### src/rtl/core/deq_pkg.sv
`timescale 1ns / 1ps
`default_nettype none

package deq_pkg;

  // Default number of slots in the ring store.
  localparam int DefaultDepth = 16;

  // Width of one stored word and of the reported occupancy.
  localparam int DataW = 32;
  localparam int OccW  = 5;

  // Operation codes carried by an incoming transaction.
  typedef enum logic [1:0] {
    ModePushFront = 2'd0,
    ModePushRear  = 2'd1,
    ModePopFront  = 2'd2,
    ModePopRear   = 2'd3
  } mode_e;

  // Status codes reported with each result.
  typedef enum logic [1:0] {
    StOk    = 2'd0,
    StEmpty = 2'd1,
    StFull  = 2'd2
  } status_e;

  // Commands from the controller to the datapath.
  typedef struct packed {
    logic capture;
    logic execute;
  } deq_cmd_t;

endpackage

`default_nettype wire

### src/rtl/core/deq_datapath.sv
`timescale 1ns / 1ps
`default_nettype none

module deq_datapath #(
  parameter int DEPTH = deq_pkg::DefaultDepth
) (
  input  wire logic                               clk_i,
  input  wire logic                               rst_ni,
  input  wire deq_pkg::deq_cmd_t                  cmd_i,
  input  wire logic [1:0]                         mode_i,
  input  wire logic signed [deq_pkg::DataW-1:0]   value_i,
  output logic signed [deq_pkg::DataW-1:0]        popped_o,
  output logic [1:0]                              status_o,
  output logic [deq_pkg::OccW-1:0]                occupancy_o
);

  localparam int AW   = (DEPTH > 1) ? $clog2(DEPTH) : 1;
  localparam int CW   = $clog2(DEPTH + 1);
  localparam int SumW = AW + 1;

  // Captured transaction.
  logic [1:0]                 mode_q;
  logic [deq_pkg::DataW-1:0]  value_q;

  // Queue pointers.
  logic [AW-1:0] head_q, head_d;
  logic [CW-1:0] count_q, count_d;

  // Result registers.
  deq_pkg::status_e           status_q, status_d;
  logic                       pop_ok_q, pop_ok_d;
  logic [deq_pkg::DataW-1:0]  rd_data_q;

  // Ring store.
  logic [deq_pkg::DataW-1:0]  mem_q [DEPTH];
  logic                       mem_we, mem_re;
  logic [AW-1:0]              mem_addr;

  // Ring address arithmetic.
  logic [AW-1:0]   head_dec, head_inc, rear_free, rear_last;
  logic [SumW-1:0] free_sum, last_sum;
  logic [CW-1:0]   last_off;
  logic            is_full, is_empty;

  assign is_full  = (count_q == CW'(DEPTH));
  assign is_empty = (count_q == '0);

  assign head_dec = (head_q == '0) ? AW'(DEPTH - 1) : head_q - 1'b1;
  assign head_inc = (head_q == AW'(DEPTH - 1)) ? '0 : head_q + 1'b1;

  // The sums stay below twice the depth, so one compare and subtract wraps them.
  assign last_off = count_q - 1'b1;
  assign free_sum = SumW'(head_q) + SumW'(count_q);
  assign last_sum = SumW'(head_q) + SumW'(last_off);
  assign rear_free = (free_sum >= SumW'(DEPTH)) ? AW'(free_sum - SumW'(DEPTH))
                                                 : AW'(free_sum);
  assign rear_last = (last_sum >= SumW'(DEPTH)) ? AW'(last_sum - SumW'(DEPTH))
                                                 : AW'(last_sum);

  // Decode the operation into at most one store access and the pointer update.
  always_comb begin
    head_d   = head_q;
    count_d  = count_q;
    status_d = deq_pkg::StOk;
    pop_ok_d = 1'b0;
    mem_we   = 1'b0;
    mem_re   = 1'b0;
    mem_addr = head_q;
    unique case (deq_pkg::mode_e'(mode_q))
      deq_pkg::ModePushFront: begin
        if (is_full) begin
          status_d = deq_pkg::StFull;
        end else begin
          mem_we   = 1'b1;
          mem_addr = head_dec;
          head_d   = head_dec;
          count_d  = count_q + 1'b1;
        end
      end
      deq_pkg::ModePushRear: begin
        if (is_full) begin
          status_d = deq_pkg::StFull;
        end else begin
          mem_we   = 1'b1;
          mem_addr = rear_free;
          count_d  = count_q + 1'b1;
        end
      end
      deq_pkg::ModePopFront: begin
        if (is_empty) begin
          status_d = deq_pkg::StEmpty;
        end else begin
          mem_re   = 1'b1;
          pop_ok_d = 1'b1;
          mem_addr = head_q;
          head_d   = head_inc;
          count_d  = last_off;
        end
      end
      deq_pkg::ModePopRear: begin
        if (is_empty) begin
          status_d = deq_pkg::StEmpty;
        end else begin
          mem_re   = 1'b1;
          pop_ok_d = 1'b1;
          mem_addr = rear_last;
          count_d  = last_off;
        end
      end
      default: begin
        status_d = deq_pkg::StOk;
      end
    endcase
  end

  // Capture the incoming transaction.
  always_ff @(posedge clk_i) begin
    if (cmd_i.capture) begin
      mode_q  <= mode_i;
      value_q <= value_i;
    end
  end

  // Pointer and status registers.
  always_ff @(posedge clk_i or negedge rst_ni) begin
    if (!rst_ni) begin
      head_q   <= '0;
      count_q  <= '0;
      status_q <= deq_pkg::StOk;
      pop_ok_q <= 1'b0;
    end else if (cmd_i.execute) begin
      head_q   <= head_d;
      count_q  <= count_d;
      status_q <= status_d;
      pop_ok_q <= pop_ok_d;
    end
  end

  // Single-port store with registered read data.
  always_ff @(posedge clk_i) begin
    if (cmd_i.execute && mem_we) begin
      mem_q[mem_addr] <= value_q;
    end
    if (cmd_i.execute && mem_re) begin
      rd_data_q <= mem_q[mem_addr];
    end
  end

  assign popped_o    = pop_ok_q ? $signed(rd_data_q) : '0;
  assign status_o    = status_q;
  assign occupancy_o = deq_pkg::OccW'(count_q);

endmodule

`default_nettype wire

### src/rtl/core/deq_ctrl.sv
`timescale 1ns / 1ps
`default_nettype none

module deq_ctrl (
  input  wire logic               clk_i,
  input  wire logic               rst_ni,
  input  wire logic               start,
  output logic                    busy,
  output logic                    done_o,
  output deq_pkg::deq_cmd_t       cmd_o
);

  typedef enum logic [1:0] {
    StIdle,
    StExec,
    StResp
  } state_e;

  state_e state_q;
  logic   done_q;

  // Sequence: accept, execute on the store, present the result.
  always_ff @(posedge clk_i or negedge rst_ni) begin
    if (!rst_ni) begin
      state_q <= StIdle;
      done_q  <= 1'b0;
    end else begin
      unique case (state_q)
        StIdle: begin
          done_q <= 1'b0;
          if (start) begin
            state_q <= StExec;
          end
        end
        StExec: begin
          state_q <= StResp;
          done_q  <= 1'b1;
        end
        StResp: begin
          state_q <= StIdle;
          done_q  <= 1'b0;
        end
        default: begin
          state_q <= StIdle;
          done_q  <= 1'b0;
        end
      endcase
    end
  end

  assign busy          = (state_q != StIdle);
  assign done_o        = done_q;
  assign cmd_o.capture = start && (state_q == StIdle);
  assign cmd_o.execute = (state_q == StExec);

endmodule

`default_nettype wire

### src/rtl/core/double_ended_queue.sv
// A transaction is captured when it is accepted, executed on the store in the
// execute state, and its result strobe rises as the block enters the response state.
// A new transaction is taken only once the block is idle again (accept, one access of the
// single store port, result); busy is high in the execute and response states.
// Each result is shown for one cycle on done_o; the receiver cannot stall.
// Reset clears the front pointer and the count; stored words stay undefined.
`timescale 1ns / 1ps
`default_nettype none

module double_ended_queue #(
  parameter int DEPTH = deq_pkg::DefaultDepth
) (
  input  wire logic                              clk_i,
  input  wire logic                              rst_ni,
  input  wire logic                              start,
  output logic                                   busy,
  input  wire logic [1:0]                        mode_i,
  input  wire logic signed [deq_pkg::DataW-1:0]  value_i,
  output logic                                   done_o,
  output logic signed [deq_pkg::DataW-1:0]       popped_o,
  output logic [1:0]                             status_o,
  output logic [deq_pkg::OccW-1:0]               occupancy_o
);

  deq_pkg::deq_cmd_t cmd;

  // Sequencing.
  deq_ctrl u_ctrl (
    .clk_i  (clk_i),
    .rst_ni (rst_ni),
    .start  (start),
    .busy   (busy),
    .done_o (done_o),
    .cmd_o  (cmd)
  );

  // Store, pointers and result registers.
  deq_datapath #(
    .DEPTH (DEPTH)
  ) u_datapath (
    .clk_i       (clk_i),
    .rst_ni      (rst_ni),
    .cmd_i       (cmd),
    .mode_i      (mode_i),
    .value_i     (value_i),
    .popped_o    (popped_o),
    .status_o    (status_o),
    .occupancy_o (occupancy_o)
  );

endmodule

`default_nettype wire

### config.mk
export PLATFORM = sky130hd
export DESIGN_NAME = double_ended_queue
export DESIGN_NICKNAME = d
export VERILOG_FILES = /design/src/rtl/core/deq_pkg.sv /design/src/rtl/core/deq_datapath.sv /design/src/rtl/core/deq_ctrl.sv /design/src/rtl/core/double_ended_queue.sv
export SDC_FILE = /design/constraint.sdc
export NUM_CORES = 1
export LEC_CHECK = 0
export ABC_AREA = 1
export BUFFER_PORTS_ARGS = -buffer_cell sky130_fd_sc_hd__buf_2
export CAP_MARGIN = 20
export CORE_AREA = 2 2 324 326
export CTS_CLUSTER_SIZE = 40
export DETAILED_ROUTE_END_ITERATION = 10
export DIE_AREA = 0 0 326 328
export PLACE_DENSITY = 0.41
export SLEW_MARGIN = 5
export SYNTH_ARGS = -nofsm -noshare
export SYNTH_HDL_FRONTEND = slang
export SYNTH_HIERARCHICAL = 1
export SYNTH_SLANG_ARGS = --single-unit
### constraint.sdc
create_clock -name clk_i -period 12.03 [get_ports clk_i]
set_input_delay 1.203 -clock clk_i [delete_from_list [all_inputs] [get_ports clk_i]]
set_output_delay 1.203 -clock clk_i [all_outputs]
set_load 0.005 [all_outputs]
Yosys cells after proc, flatten, opt, wreduce, memory -nomap -nowiden
Memory sizes are Yosys's and may differ from the RTL's. A register that Yosys moved wholly into a read port is not among the register bits.
Cells that the tools add are included.
{"block": "op_classes", "addsub": 8, "n_lt_le_gt_ge": 2, "eq_ne": 10, "mux": 26, "reduce_logical": 13}
{"cell": "$mux 32", "count": 1}
{"cell": "$mux 4", "count": 8}
{"cell": "$pmux 4 s4", "count": 1}
{"cell": "$sub 4x1->4 const B", "count": 3}
{"cell": "$add 4x5->5", "count": 2}
{"cell": "$ge 5x5->1 const B", "count": 2}
{"cell": "$mux 5", "count": 2}
{"cell": "$pmux 5 s2", "count": 1}
{"cell": "$mux 1", "count": 8}
{"cell": "$ne 2x2->1 const B", "count": 4}
{"cell": "$pmux 2 s2", "count": 2}
{"cell": "$pmux 4 s2", "count": 1}
{"cell": "$reduce_and 3->1", "count": 2}
{"cell": "$add 5x1->5 const B", "count": 1}
{"cell": "$eq 5x5->1 const B", "count": 1}
{"cell": "$logic_not 5->1", "count": 1}
{"cell": "$sub 5x1->5 const B", "count": 1}
{"cell": "$add 4x1->4 const B", "count": 1}
{"cell": "$eq 2x1->1 const B", "count": 2}
{"cell": "$eq 2x2->1 const B", "count": 2}
{"cell": "$eq 4x4->1 const B", "count": 1}
{"cell": "$logic_not 2->1", "count": 2}
{"cell": "$logic_not 4->1", "count": 1}
{"cell": "$mux 2", "count": 2}
{"cell": "3 further kinds", "count": 7}
{"block": "totals", "regBits": 49, "ram_bits": 512, "input_bits": 37, "output_inout_bits": 41, "elab_cells": 68, "memories": 1}
{"name": "u_datapath.mem_q", "words": 16, "width": 32, "rd": 1, "rd_ports_with_merged_regs": 1, "write_ports": 1, "line": "deq_datapath.sv:35", "source": "logic [deq_pkg::DataW-1:0] mem_q [DEPTH];"}

Longest topological paths before layout
Gate-level depths: netlist of run 1.
{"block": "depth", "depth_word": 6, "ltp_mapped": 19}

Cells and area by module
The synthesis of run 1 kept the hierarchy.
{"module": "deq_datapath", "instances": 1, "cells_each": 2439, "area_each_um2": 25499.5}
{"module": "deq_ctrl", "instances": 1, "cells_each": 11, "area_each_um2": 107.6}

Worst setup path after synthesis of run 1
No wires, ideal clock.
{"block": "synth_timing", "kind": "flip-flop to flip-flop", "start": "register u_datapath.count_q[0] (netlist: u_datapath/occupancy_o[0])", "end": "memory u_datapath/mem_q[10][0] in the netlist's numbering (enable)", "setup_time_ps": 421, "t_arrival_ps": 3577, "required_time_ps": 11609, "slack_ps": 8032, "stages_incl_launch_ff": 14, "path_buffers": 1, "cell_sequence": "dfrtp_1 > inv_1 > ha_1 > fa_1 > nor2_1 > nor2_1 > a31oi_1 > nand3_1 > nand2_1 > inv_2 > nor2_2 > buf_2 > inv_1 > nor2_1"}
{"block": "synth_via", "elab_chain_cells": 6, "word_cells_on_any_way": 20}
{"item": "start: declaration", "line": "deq_datapath.sv:27", "source": "logic [CW-1:0] count_q, count_d;"}
{"item": "start signal: assignment", "line": "deq_datapath.sv:133", "source": "count_q <= count_d;"}
{"item": "$sub 5x1->5 or $eq 5x5->1 (tied branches)", "line": "deq_datapath.sv:52, deq_datapath.sv:45"}
{"item": "$add 4x5->5 or $mux 1 (tied branches)", "line": "deq_datapath.sv:54, deq_datapath.sv:71, deq_datapath.sv:81"}
{"item": "$sub 4x1->4 (tied with other cells)", "line": "deq_datapath.sv:57", "source": "assign rear_last = (last_sum >= SumW'(DEPTH)) ? AW'(last_sum - SumW'(DEPTH))"}
{"item": "$mux 4 or $logic_and 1x1->1 (tied branches)", "line": "deq_datapath.sv:57, deq_datapath.sv:141"}
{"item": "$mux 4 or $mux 1 (tied branches)", "line": "deq_datapath.sv:101, deq_datapath.sv:141"}
{"item": "$pmux 4 s4 or $mux 1 (tied branches)", "line": "deq_datapath.sv:69, deq_datapath.sv:142"}
{"item": "end: declaration", "line": "deq_datapath.sv:35"}
Parallel ways exist; a longest one is shown, timed or not.

Worst setup path in the final report of run 1
{"block": "layout_timing", "start": "register u_datapath.head_q[0]", "end": "memory u_datapath/mem_q[4][6] in the netlist's numbering (enable)"}
{"block": "layout_via", "elab_chain_cells": 5, "word_cells_on_any_way": 15}
{"item": "start: declaration", "line": "deq_datapath.sv:26", "source": "logic [AW-1:0] head_q, head_d;"}
{"item": "start signal: assignment", "line": "deq_datapath.sv:127", "source": "head_q <= '0;"}
{"item": "start signal: assignment", "line": "deq_datapath.sv:132", "source": "head_q <= head_d;"}
{"item": "$add 4x5->5, on equally long branches", "line": "deq_datapath.sv:54, deq_datapath.sv:53"}
{"item": "$sub 4x1->4 (tied with other cells)", "line": "deq_datapath.sv:57"}
{"item": "$mux 4, on equally long branches", "line": "deq_datapath.sv:57, deq_datapath.sv:55"}
{"item": "$mux 4, on equally long branches", "line": "deq_datapath.sv:101, deq_datapath.sv:81"}
{"item": "$pmux 4 s4 *", "line": "deq_datapath.sv:69", "source": "unique case (deq_pkg::mode_e'(mode_q))"}
Mark *: on every way between the ends. The rest lies on a longest branch, timed or not.

==> results of run 1 <==
registers in the layout (all words and copies together), names as in the netlist, 2 cells and up:
register and cells:
u_datapath/status_o 2, u_ctrl/state_q 2, u_datapath/occupancy_o 5, u_datapath/mode_q 2, u_datapath/head_q 4, u_datapath/mem_q 512
u_datapath/rd_data_q 32, u_datapath/value_q 32
routing by layer:
layer	part of all wire, %	track usage [%]	vias to the layer above
li1	-	-	8171
met1	46	17.71	8289
met2	49	23.37	302
met3	3.4	1.842	81
met4	1.8	3.697	2
met5	0.022	0	-
cell type report:
class	count	area, um^2	share of cell area [%]
clock buffers	85	1829	6.181
inverters	135	509.2	1.721
well taps	1380	1727	5.834
repair buffers	106	685.7	2.317
flip-flops and latches	593	17730	59.92
clock inverters	40	302.8	1.023
multi-input cells	1588	6808	23.00
cells by family (layout without fill, tap and decap cells):
family | Yosys count | after routing | synth area share (%)
and+or+nand+nor | 1540 | 1540 | 24.22
AOI/OAI and AO/OA | 23 | 23 | 0.5326
buffers and inverters | 269 | 366 | 4.872
adders and majority gates | 14 | 14 | 0.7427
xor gates and xnor gates | 10 | 10 | 0.3421
muxes | 1 | 1 | 0.04397
DFF | 593 | 593 | 69.25
power by group through the flow:
stage | Sequential (mW) | Clock (mW) | Combinational (mW)
after floorplan | 2.55 | 0 | 1.92
after global placement | 2.62 | 0 | 2.73
after detailed placement | 2.63 | 0 | 2.72
after CTS | 2.59 | 2.06 | 2.73
after global routing | 2.60 | 2.13 | 3.06
final | 2.58 | 2.00 | 2.67
cells in the mapped netlist:
master	count	area share (%)
clkbuf_2	1	0.020
nand3_1	283	5.5
clkbuf_1	11	0.16
xnor2_1	3	0.10
nand4_1	6	0.15
nand2_2	4	0.098
xor2_1	7	0.24
a31oi_1	1	0.024
nor3_1	2	0.039
a21oi_2	1	0.034
o22ai_1	2	0.049
nand2_1	1203	18
nor2_1	36	0.53
dfrtp_1	15	1.5
buf_4	16	0.47
o21ai_2	1	0.034
buf_6	7	0.31
o21a_1	1	0.029
mux2_2	1	0.044
inv_2	7	0.10
inv_1	99	1.5
edfxtp_1	578	68
o211ai_1	3	0.088
fa_1	2	0.16
buf_2	99	1.9
o21ai_0	14	0.27
nor2_2	2	0.049
ha_1	12	0.59
nand3_2	3	0.12
clkinv_1	29	0.43
nor2_8	1	0.078
stage by stage:
step / total power [mW] / setup WS, ps
after floorplan: 4.472 / 8032
after global placement: 5.359 / 6202
after global routing: 7.792 / 5920
final: 7.244 / 6402
after CTS: 7.382 / 6269
after detailed placement: 5.352 / 6297
final timing paths:
check	endpoint	slack [ps]	cells past startpoint
worst max-delay path	u_datapath/mem_q[4][6]	6400	11
worst min register to register	u_datapath/status_o[0]	470	1
max in group asynchronous	u_datapath/pop_ok_q	11230	1
worst min-delay path	u_datapath/status_o[0]	470	1
min in group asynchronous	u_datapath/occupancy_o[1]	500	1
worst max register to register	u_datapath/mem_q[4][6]	6400	11
worst reg2reg max path, cell delays in order, from the launching register on:
cell and delay, ps:
dfrtp_1 550, inv_1 220, ha_1 270, nand3_1 110, nand3_1 100, nand2_1 200
nand2_8 490, nand2_8 720, buf_4 960, nand3_1 560, nor2_4 630, buf_4 450
==> impl_summary.md, run 1 <==
Run status
The run finished with clean final reports.

Timing
The final count of hold timing violations is 0. At the pin with the least slew margin, the transition time is 1074 ps. The count of final max-slew check failures is 0.

The number of setup violations in the final report is 0. The worst pin sits at a relative slew slack of between 20% and 30%. The final setup TNS is 0 ps. Setup repair after global routing left no endpoint under its margin.

Hold timing on the final database bottoms out at a slack of between 400 and 500 ps. The clock arrives with approximately 17 ps of skew. Counting I/O delays and the setup requirement, the final critical path takes about 5600 ps.

The timing-limited maximum frequency is between 0.15 and 0.2 GHz. Of the available clock period, the critical path in the final layout requires between 40% and 50%.

Critical path
The start point of the critical path is u_datapath/head_q[0]. At the worst endpoint, the required time is roughly 12000 ps. The peak per-stage delay on the critical path is around 880 ps. The family with the most delay on the worst path is simple AND/OR/NAND/NOR gates. STA puts the critical path data arrival time at a little under 6000 ps. The start-to-end type of the worst setup path is reg -> reg.

The element type at the critical path end is a flop. The cell with the largest stage delay on the worst path is buf_4. The critical path launch point type is a flop. The cell seen most often among critical-path stages is nand3_1. The total buffers and inverters traversed by the critical path is 3. The critical path goes through inv_1, ha_1, nand3_1, nand3_1, nand2_1, nand2_8, nand2_8, buf_4, nand3_1, nor2_4, buf_4. Of all nets on the critical path, the largest fanout is between 100 and 150.

The worst register-to-register path begins at u_datapath/head_q[0].

Logic synthesis
The post-synthesis instance total is 2450. The number of synthesized register bits is between 500 and 600. Dividing the synthesized area by the synthesized cell count gives 10.45 um^2.

The mapped netlist covers about 26000 um^2. The number of nets in the synthesized netlist is roughly 2500. The synthesized netlist contains 31 unique library cells. The number of warnings reported in the yosys synthesis log is 6. Of the synthesized area, sequential elements account for between 60% and 70%.

GRT
The global router's overall resource usage is a little over an eighth. The global-route wire length before repair is ~110000 um. The number of global-route vias before repair is 17260. The initial antenna violation count is 1. After global routing the overflow that remains totals 0. The maximum number of pins on one net before global-route repair is 186.

Worst hold path
The worst hold path belongs to the class reg -> reg. The beginning of the worst hold path is u_datapath/status_o[0].

Placed design
The post-placement cell count is ~3800. The total half-perimeter wirelength after legalization and detailed placement is around 39000 um. The total cell area at the placement stage is 27440 um^2. The routability-driven placement congestion ratio is about 0.76.

Input and output buffers added on the ports amount to a little under 80.

CTS
TritonCTS built the clock tree. Clock tree synthesis inserted a total of 69 buffers. Gates resized during post-CTS repair numbered 0.

The hold-fix buffer count after cts is 0. Clock tree synthesis selected as its root buffer the cell clkbuf_16. After clock tree synthesis, the clock-pin slew on the worst setup and hold paths is ~60 ps. The clock net sink count is ~590.

Once the clock tree was built, the setup fixing pass inserted 0 buffers. The clock tree buffer depth is 3. The H-tree generated during clock tree synthesis spans 3 levels. Clock latency on the worst-skew pair, taken at its later pin, is approximately 600 ps.

Final layout
The finished layout cell area is approximately 30000 um^2. The final-stage net count is 2544. The number of filler cells placed in the layout is approximately 11000.

The finished layout holds about 4000 standard cells, fillers aside. The share of cells above drive strength 1 is just over 9%. The most frequent standard cell in the layout excluding fill and tap cells is nand2_1.

In the layout the commonest cells are 1203 x nand2_1, 578 x edfxtp_1, 283 x nand3_1, 98 x inv_1, 77 x buf_2. The core utilization of the finished layout is about 29%. The area added between synthesis and finish is 15.57%. The final antenna diode count is 0.

Drt
The average wire per cell in the routed design is between 15 and 20 um. The via count is 16850. The final layout contains routed wiring with a total length of around 72000 um. The number of nets with antenna violations after detailed routing is 0. The first routing iteration left approximately 1200 violations. In the routed design, unresolved DRC markers number 0. Using the TritonRoute via totals, the vias-per-cell ratio works out to approximately 4.3. Before antenna repair, the detailed router went through 5 iterations.

Power and ir drop
The switching share of power is about 40%. Of the total power, registers draw a little over a third. In this run the power spent charging and discharging nets is around 2.9 mW.

The internal portion of the total power is roughly 4.3 mW. Dividing total power by cell area gives a power density of about 240 nW/um^2. The cell leakage power is 12.07 nW. The share of power burned in combinational logic is between 30% and 40%. The clock group share of total power is between 20% and 30%. Across the VDD grid, the largest voltage drop is 0.0002136 V.

Floorplan
The floorplan step defined a die boundary enclosing around 110000 um^2. The die is around 330 um tall. During I/O placement, the number of pins put on the boundary was slightly below 80.

The site row count is between 100 and 150. Measured along the x axis, the die boundary spans between 300 and 400 um. The initial utilization of the core area, before any placement, comes to 24.81%. The placeable core region is ~100000 um^2.

Job
Across the run, the number of max-cap violations was 0.
No activity file was read; power rests on OpenSTA's default activity.
==> inputs of run 2 (changes only) <==
- PLACE_DENSITY: 0.41 -> 0.42
- clock period: 12.03 -> 4.6 ns (I/O delays scaled with it)
==> impl_summary.md, run 2 (synthesis gave the netlist of run 1 again) <==
Worst hold path
The number of stages on the worst hold path is 1 (unchanged). The type of the worst min-delay path is in -> reg (was reg -> reg).

Floorplan
The number of placed I/O pins is 78 (unchanged). The site row count is 118 (unchanged). The overall die area came to 106900 um^2 (unchanged). The die height is 328 um (unchanged).

The overall die width is 326 um (unchanged). The starting density of the core was 24.81% (unchanged). The placeable core region is 103200 um^2 (unchanged).

Critical path
The required time at the worst-slack endpoint came to 5080 ps (was 12290 ps). The element type at the critical path end is a flop (unchanged). The critical-path maximum fanout is 72 (was 116). The critical path launch point type is a flop (unchanged).

The start-to-end type of the worst setup path is reg -> reg (unchanged). The depth of the worst register-to-register path is 16 (was 11). The signal arrival time at the worst endpoint is 4270 ps (was 5890 ps).

Timing
The worst relative slew slack is 33.12% (was 28.39%). The count of final max-slew check failures is 0 (unchanged). The final clock skew is 17.46 ps (was 17.00 ps). The number of setup violations in the final report was 0 (unchanged). The share of the clock period used by the worst path after layout is 82.50% (was 46.79%).

The worst slack on hold paths was 39.78 ps (was 474.4 ps). The final count of hold timing violations is 0 (unchanged). The measured slew at the worst slew-check pin is 1001 ps (was 1074 ps). The final worst slack came to 804.8 ps (was 6402 ps).

Unrepaired setup endpoints after global routing: no (unchanged). The final setup TNS was 0 ps (unchanged). The timing-limited maximum frequency is 0.2635 GHz (was 0.1777 GHz). The post-layout minimum cycle time was 3795 ps (was 5628 ps).

Final layout
The most frequent standard cell in the layout excluding fill and tap cells is nand2_1 (unchanged). Largest registers ranked by flip-flop count: u_datapath/mem_q: 512 flops, u_datapath/rd_data_q: 32 flops, u_datapath/value_q: 32 flops (unchanged). Highest-count cells in the layout ignoring fill and taps: 1203 x nand2_1, 578 x edfxtp_1, 283 x nand3_1, 97 x inv_1, 77 x buf_2 (was 1203 x nand2_1, 578 x edfxtp_1, 283 x nand3_1, 98 x inv_1, 77 x buf_2). The share of cells above drive strength 1 is 9.720% (was 9.266%). The final antenna diode count is 0 (unchanged).

The final-stage net count is 2569 (was 2544). The area added between synthesis and finish came to 17.01% (was 15.57%). The register ranked first by flip-flop count is u_datapath/mem_q (unchanged). The final standard cell count with taps included and fillers excluded came to 3952 (was 3927).

The number of flip-flops in the largest register is 512 (unchanged).

Placed design
The number of buffers added on ports was 77 (unchanged). The post-placement cell count came to 3817 (was 3801). The routability-driven placement congestion ratio is 0.7816 (was 0.7551). The placement-stage worst setup slack is 810.0 ps (was 6297 ps).

The total half-perimeter wirelength after legalization and detailed placement was 39050 um (was 39360 um).

Drt
The first-iteration detailed-routing DRC count came to 1087 (was 1159). The ratio of routed vias to standard cells came to 4.301 (was 4.290). The post-detailed-routing wire length is 74330 um (was 72400 um). The number of nets with antenna violations after detailed routing is 0 (unchanged).

The average wire per cell in the routed design came to 18.81 um (was 18.44 um). The residual DRC count came to 0 (unchanged). The number of iterations in the first detailed-routing pass came to 5 (unchanged). The via count is 17000 (was 16850).

Power and ir drop
The worst-case vdd ir drop was 0.0007905 V (was 0.0002136 V). The share of power burned in combinational logic is 36.8% (about the same). The clock group share of total power came to 27.9% (was 27.6%). The cell leakage power is 12.23 nW (was 12.07 nW).

The cell-internal power is 11.54 mW (was 4.341 mW). The net switching component of the power is 7.510 mW (was 2.902 mW). The sequential share of power is 35.2% (was 35.6%). The areal power density over the cells is 635.7 nW/um^2 (was 244.8 nW/um^2). The switching share of power was 39.42% (was 40.07%).

GRT
The global route total overflow is 0 (unchanged). The maximum number of pins on one net before global-route repair is 181 (was 186). The initial antenna violation count is 3 (was 1). The global-route wire length before repair is 111800 um (was 110100 um). The number of global-route vias before repair is 17230 (was 17260). The global router's overall resource usage is 13.91% (was 13.52%).

CTS
The clock tree buffer depth is 3 (unchanged). The number of buffers added by the clock tree synthesis step is 71 (was 69). The number of buffers added for setup after CTS was 0 (unchanged).

The clock slew seen by the registers of the worst setup and hold paths is 60 ps (about the same). The maximum level of the CTS H-tree is 3 (unchanged). The clock tree root buffer cell is clkbuf_16 (unchanged).

The source-to-sink clock delay at the later pin of the worst-skew pair is 600 ps (was 610 ps). The clock net sink count came to 593 (unchanged). The TritonCTS clock tree is done (unchanged).

Run status
Result of the run: complete, no violations (unchanged).

Job
The max-capacitance violation count is 0 (unchanged).
## run 2: changes by cell type in the layout (fill, tap and decap cells not counted), sizes merged
cell	change
buf	+16
clkbuf	+14
clkinv	-6
clkinvlp	-2
inv	-4
dlygate4sd3	+7
## run 2: final timing paths
| path | endpoint | slack, ps | from |
|---|---|---|---|
| worst min-delay path | u_datapath/value_q[21] | 40 | value_i[21] |
| max in group asynchronous | u_datapath/pop_ok_q | 3990 | rst_ni |
| min in group asynchronous | u_ctrl/done_o | 310 | rst_ni |
| worst max register to register | u_datapath/rd_data_q[7] | 800 | u_datapath/occupancy_o[0] |
| worst max-delay path | u_datapath/rd_data_q[7] | 800 | u_datapath/occupancy_o[0] |
| worst min register to register | u_ctrl/state_q[1] | 460 | u_ctrl/state_q[1] |
## run 2: power by group through the flow
stage / Clock, mW / Sequential [mW] / Combinational (mW)
2_1_floorplan: 0 / 6.67 / 5.03
3_3_place_gp: 0 / 6.83 / 7.14
3_5_place_dp: 0 / 6.83 / 7.12
4_1_cts: 5.49 / 6.73 / 7.15
5_1_grt: 5.68 / 6.76 / 8.04
6_report: 5.32 / 6.71 / 7.01
## run 2: layout make-up
cell class	instances	area, um^2
Clock inverter	28	247.7
Multi-Input combinational cell	1588	6808
Clock buffer	99	1924
Fill cell	10660	73240
Sequential cell	593	17730
Tap cell	1380	1727
Timing Repair Buffer	129	1013
Inverter	135	509.2
## run 2: worst max-delay path: stages (launching register included)
cell and delay, ps:
dfrtp_1 440, inv_1 170, ha_1 270, nand3_2 280, nand2_1 140, nand3_1 120, nand3_4 170, buf_4 510
buf_4 790, nand3_1 180, nand2_1 120, nand2_1 50, nand2_1 90, nand2_1 60, nand2_1 110, clkinv_1 60
nand2_1 50
## run 2: what timing repair did
| action | CTS | global route |
|---|---|---|
| hold buffers | 7 | 0 |
| endpoints found under the hold margin | 21 | 0 |
| gates resized for setup | 0 | 0 |
## run 2: layer usage
metal / GRT usage (%) / up-vias / share of wire [%]
met5: 0 / - / 0
met4: 4.518 / 0 / 2.4
met3: 1.969 / 91 / 4.1
met2: 24.13 / 323 / 49
met1: 17.81 / 8352 / 44
li1: - / 8233 / -
## run 2: per-stage QoR
stage	total power [mW]	util [%]	instance area, um^2
finish	19.05	29.03	29960
global route	20.49	29.03	29960
CTS	19.36	29.01	29940
detailed placement	13.95	26.83	27690
global placement	13.97	26.83	27690
floorplan	11.70	-	25610
==> inputs of run 3 (changes only) <==
- clock period: 4.6 -> 3.1 ns (I/O delays scaled with it)
==> impl_summary.md, run 3 (synthesis gave the netlist of run 1 again) <==
Job
The max-capacitance violation count is 0 (unchanged).

Floorplan
The die height is 328 um (unchanged). The placeable core region is 103200 um^2 (unchanged). The overall die width was 326 um (unchanged).

The overall die area is 106900 um^2 (unchanged). The starting density of the core is 24.81% (unchanged). The number of placed I/O pins is 78 (unchanged). The site row count was 118 (unchanged).

Worst hold path
The type of the worst min-delay path was in -> async (was in -> reg).

Timing
The share of the clock period used by the worst path after layout was 96.34% (was 82.50%). Unrepaired setup endpoints after global routing: yes (was no). The worst relative slew slack is 45.16% (was 33.12%). The measured slew at the worst slew-check pin is 822.6 ps (was 1001 ps). The timing-limited maximum frequency came to 0.3348 GHz (was 0.2635 GHz). The count of final max-slew check failures was 0 (unchanged). The post-layout minimum cycle time came to 2986 ps (was 3795 ps).

The final clock skew came to 33.95 ps (was 17.46 ps). The final count of hold timing violations is 0 (unchanged). The number of setup violations in the final report came to 0 (unchanged).

Power and ir drop
The switching share of power is 39.16% (was 39.42%). The share of power burned in combinational logic is 39.2% (was 36.8%). The net switching component of the power is 11.69 mW (was 7.510 mW). The sequential share of power is 33.3% (was 35.2%). The cell-internal power is 18.15 mW (was 11.54 mW). The clock group share of total power is 27.5% (was 27.9%). The worst-case vdd ir drop is 0.0006150 V (was 0.0007905 V). The cell leakage power is 12.87 nW (was 12.23 nW). The areal power density over the cells is 948.1 nW/um^2 (was 635.7 nW/um^2).

Drt
The post-detailed-routing wire length is 74890 um (was 74330 um). The residual DRC count is 0 (unchanged). The average wire per cell in the routed design is 18.51 um (was 18.81 um). The first-iteration detailed-routing DRC count is 1080 (was 1087). The via count is 17430 (was 17000). The number of iterations in the first detailed-routing pass is 7 (was 5). The ratio of routed vias to standard cells is 4.310 (was 4.301). The number of nets with antenna violations after detailed routing is 0 (unchanged).

CTS
The clock tree root buffer cell was clkbuf_16 (unchanged). The clock slew seen by the registers of the worst setup and hold paths came to 60 ps (about the same). The clock tree buffer depth is 3 (unchanged). The source-to-sink clock delay at the later pin of the worst-skew pair is 630 ps (was 600 ps). The TritonCTS clock tree is done (unchanged).

The number of buffers added by the clock tree synthesis step is 72 (was 71). The clock net sink count came to 593 (unchanged). The maximum level of the CTS H-tree is 3 (unchanged).

Placed design
The total half-perimeter wirelength after legalization and detailed placement was 42970 um (was 39050 um). The post-placement cell count is 3874 (was 3817). The routability-driven placement congestion ratio is 0.7838 (was 0.7816). The number of buffers added on ports was 77 (unchanged). The total cell area at the placement stage is 28580 um^2 (was 27690 um^2).

Final layout
The final-stage net count is 2664 (was 2569). Highest-count cells in the layout ignoring fill and taps: 1202 x nand2_1, 578 x edfxtp_1, 280 x nand3_1, 94 x inv_1, 77 x buf_2 (was 1203 x nand2_1, 578 x edfxtp_1, 283 x nand3_1, 97 x inv_1, 77 x buf_2). The most frequent standard cell in the layout excluding fill and tap cells is nand2_1 (unchanged).

Largest registers ranked by flip-flop count: u_datapath/mem_q: 512 flops, u_datapath/rd_data_q: 32 flops, u_datapath/value_q: 32 flops (unchanged). The finished layout cell area is 31470 um^2 (was 29960 um^2). The area of all sequential standard cells is 17740 um^2 (was 17730 um^2). The share of cells above drive strength 1 was 12.68% (was 9.720%). The register ranked first by flip-flop count is u_datapath/mem_q (unchanged).

The number of filler cells placed in the layout is 10560 (was 10660). The area of combinational cells with multiple inputs is 6909 um^2 (was 6808 um^2). The final standard cell count with taps included and fillers excluded came to 4045 (was 3952). The final antenna diode count is 0 (unchanged). The number of flip-flops in the largest register came to 512 (unchanged).

The area added between synthesis and finish came to 22.90% (was 17.01%).

Critical path
The start-to-end type of the worst setup path was reg -> reg (unchanged). The critical path launch point type is a flop (unchanged). The reg-to-reg startpoint is u_datapath/occupancy_o[0] (unchanged).

The critical-path maximum fanout is 10 (was 72). The required time at the worst-slack endpoint is 3420 ps (was 5080 ps). The signal arrival time at the worst endpoint came to 3310 ps (was 4270 ps). The start point of the critical path was u_datapath/occupancy_o[0] (unchanged). The element type at the critical path end is a flop (unchanged).

GRT
The global-route wire length before repair came to 112700 um (was 111800 um). The maximum number of pins on one net before global-route repair came to 103 (was 181). The number of global-route vias before repair is 18010 (was 17230).

The global route total overflow is 0 (unchanged). The initial antenna violation count was 0 (was 3). The global router's overall resource usage came to 13.88% (was 13.91%).

Run status
Result of the run: complete, no violations (unchanged).
==> run 3: worst paths after layout <==
| path | endpoint | slack [ps] | depth (start not counted) |
|---|---|---|---|
| max in group asynchronous | u_datapath/pop_ok_q | 2620 | 2 |
| worst max register to register | u_datapath/mem_q[13][13] | 110 | 18 |
| worst max-delay path | u_datapath/mem_q[13][13] | 110 | 18 |
| min in group clk_i | u_datapath/value_q[3] | 390 | 2 |
| worst min-delay path | u_datapath/status_o[0] | 170 | 2 |
| worst min register to register | u_ctrl/state_q[1] | 480 | 1 |
==> run 3: power groups by stage <==
stage	logic [mW]	clock network (mW)	registers [mW]
global route	13.2	8.80	9.99
CTS	11.8	8.49	9.93
global placement	11.7	0	10.1
detailed placement	11.7	0	10.1
finish	11.7	8.21	9.93
floorplan	7.73	0	9.90
==> run 3: area by class of cell <==
type	count	area share (%)
Tap cell	1380	5.487
Inverter	135	1.666
Sequential cell	593	56.37
Clock inverter	31	1.169
Clock buffer	95	6.067
Timing Repair Buffer	223	7.288
Multi-Input combinational cell	1588	21.95
==> run 3: per-stage QoR <==
stage	util [%]	power (mW)	setup slack [ps]	TNS, ps	hold slack [ps]
floorplan	-	17.63	-38.91	-8060	14.41
global placement	27.69	21.79	-41.49	-2576	252.4
detailed placement	27.69	21.75	2.494	0	263.3
CTS	30.32	30.22	27.65	0	142.4
global route	30.49	32.00	-12.90	-159.3	192.8
finish	30.49	29.84	113.6	0	166.3
==> run 3: critical path: stages (launching register included) <==
cell        delay [ps]
dfrtp_2            420
clkinv_4            90
ha_4               170
xor2_4             190
ha_4               230
nand2_1             90
nand3_2            100
inv_1               80
nand2_1             70
nand3_1             80
nand2_1             60
nand3_2             90
nand2_4            100
nor2_4             170
clkinvlp_4         160
buf_12             160
nor2_4             100
buf_12             160
buf_12             160
==> run 3: repair_timing <==
action | CTS | global route
gates cloned | 1 | 3
buffers inserted | 2 | 3
endpoints found under the setup margin | 6 | 542
hold endpoints to repair | 50 | 0
gates resized for setup | 1 | 14
hold buffers | 36 | 0
pin swaps | 1 | 6
==> run 3: layer usage <==
layer  wire length, um  up-vias  share of wire (%)  track usage, %
li1                  -     8434                  -               -
met1             33540     8557                 45           17.92
met2             36900      344                 49           23.91
met3              2706       99                3.6           1.993
met4              1743        0                2.3           4.508
met5                 0        -                  0               0
